## config.mk

```make
export PLATFORM = sky130hd
export DESIGN_NAME = softmax_with_temperature_unit
export DESIGN_NICKNAME = d
export VERILOG_FILES = /design/src/hw/rtl/smt_pkg.sv /design/src/hw/rtl/smt_datapath.sv /design/src/hw/rtl/smt_ctrl.sv /design/src/hw/rtl/softmax_with_temperature_unit.sv
export SDC_FILE = /design/constraint.sdc
export NUM_CORES = 2
export LEC_CHECK = 0
export ABC_AREA = 1
export BUFFER_PORTS_ARGS = -buffer_cell sky130_fd_sc_hd__buf_2
export CORE_MARGIN = 8
export CORE_UTILIZATION = 50
export DETAILED_ROUTE_END_ITERATION = 10
export GPL_TIMING_DRIVEN = 0
export PLACE_DENSITY = 0.65
export SLEW_MARGIN = 10
export SYNTH_ARGS = -nofsm -noshare
export SYNTH_HDL_FRONTEND = slang
export SYNTH_SLANG_ARGS = --single-unit
```

## constraint.sdc

```tcl
create_clock -name clk -period 13.1 [get_ports clk]
set_input_delay 1.31 -clock clk [delete_from_list [all_inputs] [get_ports clk]]
set_output_delay 1.31 -clock clk [all_outputs]
set_load 0.01 [all_outputs]
```

## src/hw/rtl/smt_pkg.sv

```systemverilog
package smt_pkg;

  localparam int MaxLen = 32;
  localparam int IdxW = $clog2(MaxLen);
  localparam int CntW = $clog2(MaxLen + 1);
  localparam logic [16:0] Log2eQ16 = 17'd94548;
  localparam logic [21:0] SumLimit = 22'd4194303;

  typedef struct packed {
    logic signed [15:0] score;
    logic               last_element;
  } in_word_t;

  typedef struct packed {
    logic [15:0] probability;
    logic [5:0]  element_index;
    logic        last_result;
    logic        overflow;
  } out_word_t;

  // commands from controller to datapath
  typedef struct packed {
    logic           load;       // store incoming score, update max
    logic           clear;      // restart the vector
    logic           exp_start;  // start exp pipeline for entry idx
    logic           div_start;  // start divide for entry idx
    logic [IdxW-1:0] idx;
  } dp_cmd_t;

  // status from datapath to controller
  typedef struct packed {
    logic            exp_done;
    logic            div_done;
    logic [CntW-1:0] count;
  } dp_stat_t;

  // 2^(-k/16) in unsigned Q1.16
  function automatic logic [16:0] pow2_neg(input logic [4:0] k);
    logic [16:0] v;
    begin
      unique case (k)
        5'd0:  v = 17'd65536;
        5'd1:  v = 17'd62758;
        5'd2:  v = 17'd60097;
        5'd3:  v = 17'd57549;
        5'd4:  v = 17'd55109;
        5'd5:  v = 17'd52773;
        5'd6:  v = 17'd50535;
        5'd7:  v = 17'd48393;
        5'd8:  v = 17'd46341;
        5'd9:  v = 17'd44376;
        5'd10: v = 17'd42495;
        5'd11: v = 17'd40693;
        5'd12: v = 17'd38968;
        5'd13: v = 17'd37316;
        5'd14: v = 17'd35734;
        5'd15: v = 17'd34219;
        5'd16: v = 17'd32768;
        default: v = 17'd0;
      endcase
      return v;
    end
  endfunction

endpackage

```

## src/hw/rtl/smt_datapath.sv

```systemverilog
module smt_datapath (
  input  logic                clk,
  input  logic                rst,
  input  smt_pkg::dp_cmd_t    cmd,
  input  logic signed [15:0]  in_score,
  input  logic [15:0]         inv_temperature,
  output smt_pkg::dp_stat_t   stat,
  output logic [15:0]         quotient
);
  import smt_pkg::*;

  logic [15:0]        score_mem [MaxLen];
  logic [16:0]        exp_mem [MaxLen];
  logic signed [15:0] running_max;
  logic [CntW-1:0]    count;
  logic [21:0]        exp_sum;

  // score buffer write and max tracking
  always_ff @(posedge clk) begin
    if (rst || cmd.clear) begin
      running_max <= 16'sh8000;
      count <= '0;
    end else if (cmd.load) begin
      score_mem[count[IdxW-1:0]] <= in_score;
      if (in_score > running_max) running_max <= in_score;
      count <= count + 1'b1;
    end
  end

  // exp pipeline: read, diff*invt, *log2e, table interpolate, shift
  logic [15:0]     s_rd;
  logic [IdxW-1:0] i1, i2, i3, i4;
  logic            v1, v2, v3, v4;
  logic [31:0]     d2;
  logic [32:0]     y3;
  logic [16:0]     e4;

  always_ff @(posedge clk) begin
    s_rd <= score_mem[cmd.idx];
    i1 <= cmd.idx;
  end

  logic [16:0] diff;
  logic [48:0] yfull;
  logic [15:0] frac;
  logic [3:0]  ti;
  logic [11:0] tr;
  logic [16:0] thi, tlo, tv;
  logic [28:0] tprod;
  logic [32:0] ymsb;
  always_comb begin
    diff = 17'($signed({running_max[15], running_max}) - $signed({s_rd[15], s_rd}));
    yfull = 49'(d2) * 49'(Log2eQ16) + 49'd32768;
    frac = y3[15:0];
    ti = frac[15:12];
    tr = frac[11:0];
    thi = pow2_neg({1'b0, ti});
    tlo = pow2_neg(5'({1'b0, ti} + 5'd1));
    tprod = 29'(thi - tlo) * 29'(tr) + 29'd2048;
    tv = thi - 17'(tprod >> 12);
    ymsb = y3 >> 16;
  end

  always_ff @(posedge clk) begin
    if (rst) begin
      v1 <= 1'b0; v2 <= 1'b0; v3 <= 1'b0; v4 <= 1'b0;
    end else begin
      v1 <= cmd.exp_start; v2 <= v1; v3 <= v2; v4 <= v3;
    end
    d2 <= 32'(diff) * 32'(inv_temperature);
    i2 <= i1;
    y3 <= yfull[48:16];
    i3 <= i2;
    e4 <= (ymsb >= 33'd17) ? 17'd0 : (tv >> ymsb[4:0]);
    i4 <= i3;
  end

  // exp store and saturating sum
  logic [22:0] sum_t;
  assign sum_t = 23'(exp_sum) + 23'(e4);
  always_ff @(posedge clk) begin
    if (rst || cmd.clear) exp_sum <= '0;
    else if (v4) exp_sum <= (sum_t > 23'(SumLimit)) ? SumLimit : sum_t[21:0];
    if (v4) exp_mem[i4] <= e4;
  end

  // restoring divider, one quotient bit per cycle
  logic [16:0] e_rd;
  logic        rd_v;
  logic [38:0] num;
  logic [22:0] rem;
  logic [33:0] q;
  logic [5:0]  bitc;
  logic        busy, div_done;
  logic [23:0] rem_sh;
  always_ff @(posedge clk) begin
    e_rd <= exp_mem[cmd.idx];
  end
  assign rem_sh = {rem, num[38]};
  always_ff @(posedge clk) begin
    if (rst) begin
      rd_v <= 1'b0; busy <= 1'b0; div_done <= 1'b0;
    end else begin
      rd_v <= cmd.div_start;
      div_done <= 1'b0;
      if (rd_v) begin
        num <= 39'(({22'd0, e_rd, 16'd0}) + 55'(exp_sum >> 1));
        rem <= '0; q <= '0; bitc <= 6'd39; busy <= 1'b1;
      end else if (busy) begin
        num <= num << 1;
        if (rem_sh >= 24'(exp_sum)) begin
          rem <= 23'(rem_sh - 24'(exp_sum)); q <= {q[32:0], 1'b1};
        end else begin
          rem <= rem_sh[22:0]; q <= {q[32:0], 1'b0};
        end
        bitc <= bitc - 1'b1;
        if (bitc == 6'd1) begin
          busy <= 1'b0; div_done <= 1'b1;
        end
      end
    end
  end
  assign quotient = (exp_sum == '0) ? 16'd0 : ((q > 34'd65535) ? 16'hFFFF : q[15:0]);

  // sweep done once the last element leaves an otherwise empty pipeline
  assign stat.exp_done = v4 && !(v1 || v2 || v3);
  assign stat.div_done = div_done;
  assign stat.count = count;

endmodule

```

## src/hw/rtl/smt_ctrl.sv

```systemverilog
module smt_ctrl (
  input  logic                clk,
  input  logic                rst,
  input  logic                in_valid,
  output logic                in_stall,
  input  smt_pkg::in_word_t   in_word,
  output logic                out_valid,
  input  logic                out_stall,
  output smt_pkg::out_word_t  out_word,
  output smt_pkg::dp_cmd_t    cmd,
  input  smt_pkg::dp_stat_t   stat,
  input  logic [15:0]         quotient
);
  import smt_pkg::*;

  typedef enum logic [2:0] {LOAD, EXP_ISSUE, EXP_WAIT, DIV_ISSUE, DIV_WAIT, EMIT} state_t;
  state_t          state;
  logic [IdxW-1:0] idx;
  logic [CntW-1:0] n;
  logic            ovf;
  logic            acc, full;

  assign in_stall = (state != LOAD);
  assign acc = in_valid && !in_stall;
  assign full = (stat.count == CntW'(MaxLen));

  always_comb begin
    cmd = '0;
    cmd.idx = idx;
    cmd.load = acc && !full;
    cmd.exp_start = (state == EXP_ISSUE);
    cmd.div_start = (state == DIV_ISSUE);
    cmd.clear = (state == EMIT) && !out_stall && out_word.last_result;
  end

  // sequencer: load, exp sweep, one divide per result
  always_ff @(posedge clk) begin
    if (rst) begin
      state <= LOAD; idx <= '0; n <= '0; ovf <= 1'b0; out_valid <= 1'b0;
    end else begin
      unique case (state)
        LOAD: begin
          if (acc) begin
            if (full) ovf <= 1'b1;
            if (in_word.last_element) begin
              n <= full ? stat.count : stat.count + 1'b1;
              idx <= '0;
              state <= EXP_ISSUE;
            end
          end
        end
        EXP_ISSUE: begin
          if (CntW'(idx) + 1'b1 == n) state <= EXP_WAIT;
          else idx <= idx + 1'b1;
        end
        EXP_WAIT: begin
          if (stat.exp_done && CntW'(idx) + 1'b1 == n) begin
            idx <= '0; state <= DIV_ISSUE;
          end
        end
        DIV_ISSUE: state <= DIV_WAIT;
        DIV_WAIT: begin
          if (stat.div_done) begin
            out_valid <= 1'b1;
            out_word.probability <= quotient;
            out_word.element_index <= 6'(idx);
            out_word.last_result <= (CntW'(idx) + 1'b1 == n);
            out_word.overflow <= ovf;
            state <= EMIT;
          end
        end
        EMIT: begin
          if (!out_stall) begin
            out_valid <= 1'b0;
            if (out_word.last_result) begin
              ovf <= 1'b0; state <= LOAD;
            end else begin
              idx <= idx + 1'b1; state <= DIV_ISSUE;
            end
          end
        end
        default: state <= LOAD;
      endcase
    end
  end

`ifndef SYNTHESIS
  a_out_emit: assert property (@(posedge clk) disable iff (rst)
    out_valid |-> state == EMIT) else $error("valid outside emit");
  a_no_in: assert property (@(posedge clk) disable iff (rst)
    state != LOAD |-> in_stall) else $error("input taken while busy");
  a_idx: assert property (@(posedge clk) disable iff (rst)
    out_valid |-> CntW'(out_word.element_index) < n) else $error("index past count");
`endif

endmodule

```

## src/hw/rtl/softmax_with_temperature_unit.sv

```systemverilog
// Softmax with temperature over vectors of up to 32 signed Q8.8 scores. Scores
// load one per cycle while the block is in its load state; the word marked last
// closes the vector, after which the block runs an exp sweep (one element a cycle
// through a four stage pipeline), then a bit-serial divide per result, with each
// result held through any output stall. Words past 32 are dropped and flag overflow.
// inv_temperature is the reciprocal temperature in Q8.8, reset 1.0.
module softmax_with_temperature_unit (
  input  logic                clk,
  input  logic                rst,
  input  logic                in_valid,
  output logic                in_stall,
  input  smt_pkg::in_word_t   in_word,
  output logic                out_valid,
  input  logic                out_stall,
  output smt_pkg::out_word_t  out_word,
  input  logic                cfg_valid,
  output logic                cfg_ready,
  input  logic [15:0]         cfg_data
);
  import smt_pkg::*;

  logic [15:0] inv_temperature;
  dp_cmd_t     cmd;
  dp_stat_t    stat;
  logic [15:0] quotient;

  // config register
  assign cfg_ready = 1'b1;
  always_ff @(posedge clk) begin
    if (rst) inv_temperature <= 16'd256;
    else if (cfg_valid && cfg_ready) inv_temperature <= cfg_data;
  end

  smt_ctrl u_ctrl (
    .clk, .rst, .in_valid, .in_stall, .in_word, .out_valid, .out_stall,
    .out_word, .cmd, .stat, .quotient
  );

  smt_datapath u_dp (
    .clk, .rst, .cmd, .in_score(in_word.score), .inv_temperature, .stat, .quotient
  );

endmodule

```

Word-level counts from Yosys, hierarchy flattened
Memories as Yosys holds them, arrays and structs flattened. A register that Yosys moved wholly into a read port is not among the register bits.
Cells that the tools add are included.

operators by class
  $add $sub $neg = 13
  multiply operators = 3
  $lt $le $gt $ge = 5
  equal/unequal tests = 18
  shift-type cells = 1
  muxes and demuxes = 42
  bitwise gates (word level) = 2
  reduce and logical (&&, ||, !) cells = 29

operators with widths
  cell                    number
  $mux 39                 2
  $add 49x16->49 const B  1
  $mul 32x15->47 const B  1
  $mux 23                 2
  $add 33x21->34          1
  $gt 34x16->1 const B    1
  $mux 34                 1
  $mul 17x16->32          1
  $mux 5                  6
  $add 29x12->29 const B  1
  $mul 29x12->29          1
  $ge 24x22->1            1
  $add 22x17->23          1
  $gt 23x22->1 const B    1
  $sub 23x22->23          1
  $logic_not 22->1        1
  $mux 22                 1
  $pmux 5 s4              1
  $mux 3                  6
  $pmux 3 s6              1
  $sub 17x17->18          1
  $ge 17x5->1 const B     1
  $shr 17x5->17           1
  $sub 16x16->17          1
  34 further kinds        77

word-level totals
  register bits after elaboration = 310
  bits in writable memories = 1056
  memory bits (read-only) = 816
  bits of input ports = 38
  logic and storage cells = 148
  memories = 4

memories
  memory           depth  width  read ports  clocked after Yosys merged registers in  write ports  line                source
  (no name shown)  32     17     1           0                                        0            smt_pkg.sv:41       unique case (k)
  u_dp.exp_mem     32     17     1           1                                        1            smt_datapath.sv:13  logic [16:0] exp_mem [MaxLen];
  u_dp.score_mem   32     16     1           1                                        1            smt_datapath.sv:12  logic [15:0] score_mem [MaxLen];
  (no name shown)  16     17     1           1                                        0            smt_pkg.sv:41

Longest topological paths before layout
  word-level depth = 7
  mapped depth = 61

Cells and area by module
A second synthesis with hierarchy kept.

second synthesis, totals
  cells, all modules = 8471
  area total of the unflattened synthesis = 85572.1 µm²

modules (own cells, without submodules)
  module                         instances  cells each  area each (µm²)
  smt_datapath                   1          8161        83039.6
  smt_ctrl                       1          208         1853.0
  softmax_with_temperature_unit  1          102         679.4

Worst setup path after synthesis
No wires, ideal clock.

  path type = reg-to-reg
  start = register u_dp.y3[12]
  end = register u_dp.e4[2]
  library setup time = 0.118 ns
  arrival = 8.981 ns
  required time = 12.982 ns
  path slack = 4.001 ns
  cell stages (with the launch flop) = 56
  cells stage by stage = dfxtp_1 ha_1 inv_1 nor3_1 clkinv_1 o21ai_0 inv_1 nand3_1 ha_1 nand2_1 inv_1 a21oi_1 nand3_1 nand2_1 inv_1 a31oi_1 inv_1 a21oi_1 [20 not listed] nand2_1 a21boi_0 nand3b_1 nand2_1 xor2_1 ha_1 a21oi_1 o21ai_0 nor2_1 nand2_1 inv_1 nand3_1 nand3_1 nand2_1 nand2_1 nand2_1 nand3_1 nand2_1

on the way
  longest elaborated chain between the ends = 7

ends and longest elaborated chain
  what                      line                source
  start: declaration        smt_datapath.sv:35  logic [32:0] y3;
  start signal: assignment  smt_datapath.sv:72  y3 <= yfull[48:16];
  $add 4x1->5               smt_datapath.sv:58  tlo = pow2_neg(5'({1'b0, ti} + 5'd1));
  $mem_v2 32x17             n/a
  $sub 17x17->18            smt_datapath.sv:59  tprod = 29'(thi - tlo) * 29'(tr) + 29'd2048;
  $mul 29x12->29            smt_datapath.sv:59
  $add 29x12->29            smt_datapath.sv:59
  $sub 17x17->17            smt_datapath.sv:60  tv = thi - 17'(tprod >> 12);
  $shr 17x5->17             smt_datapath.sv:74  e4 <= (ymsb >= 33'd17) ? 17'd0 : (tv >> ymsb[4:0]);
  end signal: assignment    smt_datapath.sv:74
  end: declaration          smt_datapath.sv:36  logic [16:0] e4;

Every way passes these cells.
A chain may end at the register's enable or synchronous reset.

Final worst setup path
  start = register u_dp.y3[12]
  end = register u_dp.e4[3]

Same word-level chain as after synthesis.

==> impl_metrics.env <==
export IMPL_netlist_instances=8559
export IMPL_path_clk_slew_ns=0.06
export IMPL_fin_crit_ns=11.44
export IMPL_finalSetupViolCount=0
export IMPL_synthFlopType="edfxtp_1"
export IMPL_hold_violations=0
export IMPL_layout_drive_gt1_share=0.0552
export IMPL_htree_levels=4
export IMPL_relSlewSlack=0.109
export IMPL_finClkSkew_ns=0.0627
export IMPL_fin_tns_setup_ns=0
export IMPL_cp_data_arrival_time_ns=12.18
export IMPL_port_buffers=62
export IMPL_grt_max_degree=35
export IMPL_overflow=0
export IMPL_synthTopCellsByArea="edfxtp_1, fa_1, ha_1, dfxtp_1, nor2_1"
export IMPL_r2r_end="u_dp.e4[3]"
export IMPL_yosys_warnings=0
export IMPL_synth_top_area_share=0.415
export IMPL_status="complete, no violations"
export IMPL_ff2ff_path_depth=51
export IMPL_holdPathEnd="u_dp.i4[4]"
export IMPL_avgSynthCellArea_um2=9.99
export IMPL_coreArea_um2=171000
export IMPL_hold_class="reg -> reg"
export IMPL_r2r_start="u_dp.y3[12]"
export IMPL_fillers=14900
export IMPL_synth_edff_count=1181
export IMPL_postSynth_asyncResetShare=0
export IMPL_dieWidth_um=430
export IMPL_cap_viol_max_count=0
export IMPL_multi_input_area_um2=40000
export IMPL_critPathCaptureType="flip-flop"
export IMPL_vias=66700
export IMPL_path_delay_family="adder cells"
export IMPL_slew_viol_final=0
export IMPL_hold_start="u_dp.i3[4]"
export IMPL_dr_pass1_iters=9
export IMPL_ctsResizeCount=0
export IMPL_worstMarginPinSlew_ns=1.34
export IMPL_slowest_delay_ns=0.75
export IMPL_layout_common_cells="edfxtp_1, inv_1, nor2_1"
export IMPL_post_cts_buffers=0
export IMPL_die_h_um=430
export IMPL_nets=9940
export IMPL_finalCritPeriodShare=0.873
export IMPL_critPathBufInv=7
export IMPL_cp_start_kind="flip-flop"
export IMPL_cts_inserted_buffers=153
export IMPL_cp_required_ns=13.84
export IMPL_synth_area_um2=85500
export IMPL_tritoncts="done"
export IMPL_start_util=0.501
export IMPL_clockRootBuffer="clkbuf_16"
export IMPL_via_per_inst=5.96
export IMPL_final_seq_area_um2=40200
export IMPL_cpMaxStageDelayCell="nor3_1"
export IMPL_fmax_mhz=87.4
export IMPL_globalplace_congestion=1.02
export IMPL_hold_depth=0
export IMPL_drt_iter0_markers=8978
export IMPL_grt_pass1_wl_um=422000
export IMPL_synth_seq_cells=1416
export IMPL_postCtsHoldBufs=0
export IMPL_clockBufferDepth=3
export IMPL_num_io_pins=65
export IMPL_layout_commonest_cell="edfxtp_1"
export IMPL_yosysTopAreaCell="edfxtp_1"
export IMPL_die_area_um2=185000
export IMPL_drc_errors=0
export IMPL_num_rows=152
export IMPL_clkSinkCount=1416
export IMPL_hpwl_um=218000
export IMPL_gr_usage_all_layers=0.306
export IMPL_antenna_found_initial=23
export IMPL_worstSetupPathType="reg -> reg"
export IMPL_crit_top_cell="nand2_1"
export IMPL_wl_per_cell_um=26.0
export IMPL_rsz0062_at_grt="false"
export IMPL_netlist_cell_type_count=61
export IMPL_grt_pass1_vias=64800
export IMPL_areaGrowthSynthToFinish_pct=11.1
export IMPL_syn_num_nets=9671
export IMPL_clkLatencyLatePin_ns=0.81
export IMPL_ant_nets=0
export IMPL_regToRegSetupSlack_ns=1.66
export IMPL_detail_route_wirelength_um=291000
export IMPL_crit_fanout=9
export IMPL_seq_area_frac_synth=0.470
sequential cells by signal, summed over array words and instances (netlist names), 6 cells and up:
| name | count |
|---|---|
| u_dp.exp_mem | 544 |
| u_dp.score_mem | 512 |
| u_dp.num | 39 |
| u_dp.q | 34 |
| u_dp.y3 | 33 |
| u_dp.d2 | 32 |
| u_ctrl.out_word | 23 |
| u_dp.rem | 23 |
| u_dp.exp_sum | 22 |
| u_dp.e4 | 17 |
| u_dp.e_rd | 17 |
| u_dp.thi | 17 |
| inv_temperature | 16 |
| u_dp.running_max | 16 |
| u_dp.s_rd | 16 |
| u_ctrl.n | 6 |
| u_dp.bitc | 6 |
| u_dp.count | 6 |
layer usage:
metal  up-vias  routed length (um)  GRT usage
met3       759               32500     0.0759
met5         -                 268          0
met2      3810              128000      0.471
met1     32700              114000      0.411
met4        14               16500      0.143
li1      29400                   -          -
through the flow:
step / hold WS [ns] / setup WS [ns] / instance area [um2] / utilization / cells
4_1_cts: 0.326 / 1.90 / 95000 / 0.556 / 11200
3_3_place_gp: 0.312 / 1.90 / 88600 / 0.519 / 10900
6_report: 0.325 / 1.66 / 95000 / 0.556 / 11200
3_5_place_dp: 0.312 / 1.94 / 90000 / 0.527 / 10900
5_1_grt: 0.331 / 0.956 / 95000 / 0.556 / 11200
2_1_floorplan: 0.310 / 4.00 / 85500 / - / 8559
final cells by class:
type                            instances  share of cell area
Multi-Input combinational cell       5611               0.421
Sequential cell                      1416               0.423
Tap cell                             2233              0.0294
Clock buffer                          198              0.0433
Clock inverter                         84             0.00881
Buffer                                335              0.0136
Inverter                             1197              0.0473
Timing Repair Buffer                  114              0.0136
Antenna cell                           14            0.000369
logic make-up (layout without fill, tap and decap cells):
logic type,Yosys count,in the layout,share of synthesized area
and+or+nand+nor,2870,2870,0.136
buffers and inverters,1532,1928,0.0676
AOI/OAI and AO/OA,1509,1509,0.103
DFF,1416,1416,0.470
adders and majority gates,1074,1074,0.207
xor gates and xnor gates,156,156,0.0161
other,2,16,0.0000878
worst register-to-register path, delay by kind of cell (launching register included):
kind,cells,cell delay [ns]
AO/OA/AOI/OAI,13,2.61
XOR/XNOR,2,0.76
adder cells (fa/ha/maj),9,3.83
buffers and inverters,7,1.24
flip-flops,1,0.53
AND/OR/NAND/NOR,20,2.47
synthesized netlist by cell type (5+ instances only):
master     count
nor2_1      1220
edfxtp_1    1181
inv_1       1178
nand2_1     1150
o21ai_0      794
fa_1         569
ha_1         505
clkbuf_1     309
nand3_1      300
a21oi_1      264
dfxtp_1      235
o221ai_1     188
xor2_1        92
o22ai_1       81
nand4_1       65
xnor2_1       63
a31oi_1       45
nor3_1        37
or2_2         32
a32oi_1       28
buf_1         18
o21bai_1      18
a21o_1        17
nand3b_1      16
nor4_1        16
o211ai_1      15
a221oi_1      14
clkinv_1      10
nor2_2        10
inv_2          9
a21boi_0       8
a211oi_1       7
nand2_2        7
o21a_1         6
o2111ai_1      5
o31ai_1        5
worst max path at each step:
stage | depth (start not counted) | slack [ns] | startpoint | endpoint
after floorplan | 55 | 4.00 | u_dp.y3[12] | u_dp.e4[2]
after global placement | 51 | 1.90 | u_dp.y3[12] | u_dp.e4[3]
after detailed placement | 51 | 1.94 | u_dp.y3[12] | u_dp.e4[3]
after CTS | 51 | 1.90 | u_dp.y3[12] | u_dp.e4[3]
after global routing | 52 | 0.96 | u_dp.y3[13] | u_dp.e4[3]
final | 51 | 1.66 | u_dp.y3[12] | u_dp.e4[3]
Power is not shown: default switching activity piles up to over one toggle a cycle in this logic, so the estimate is an artifact.
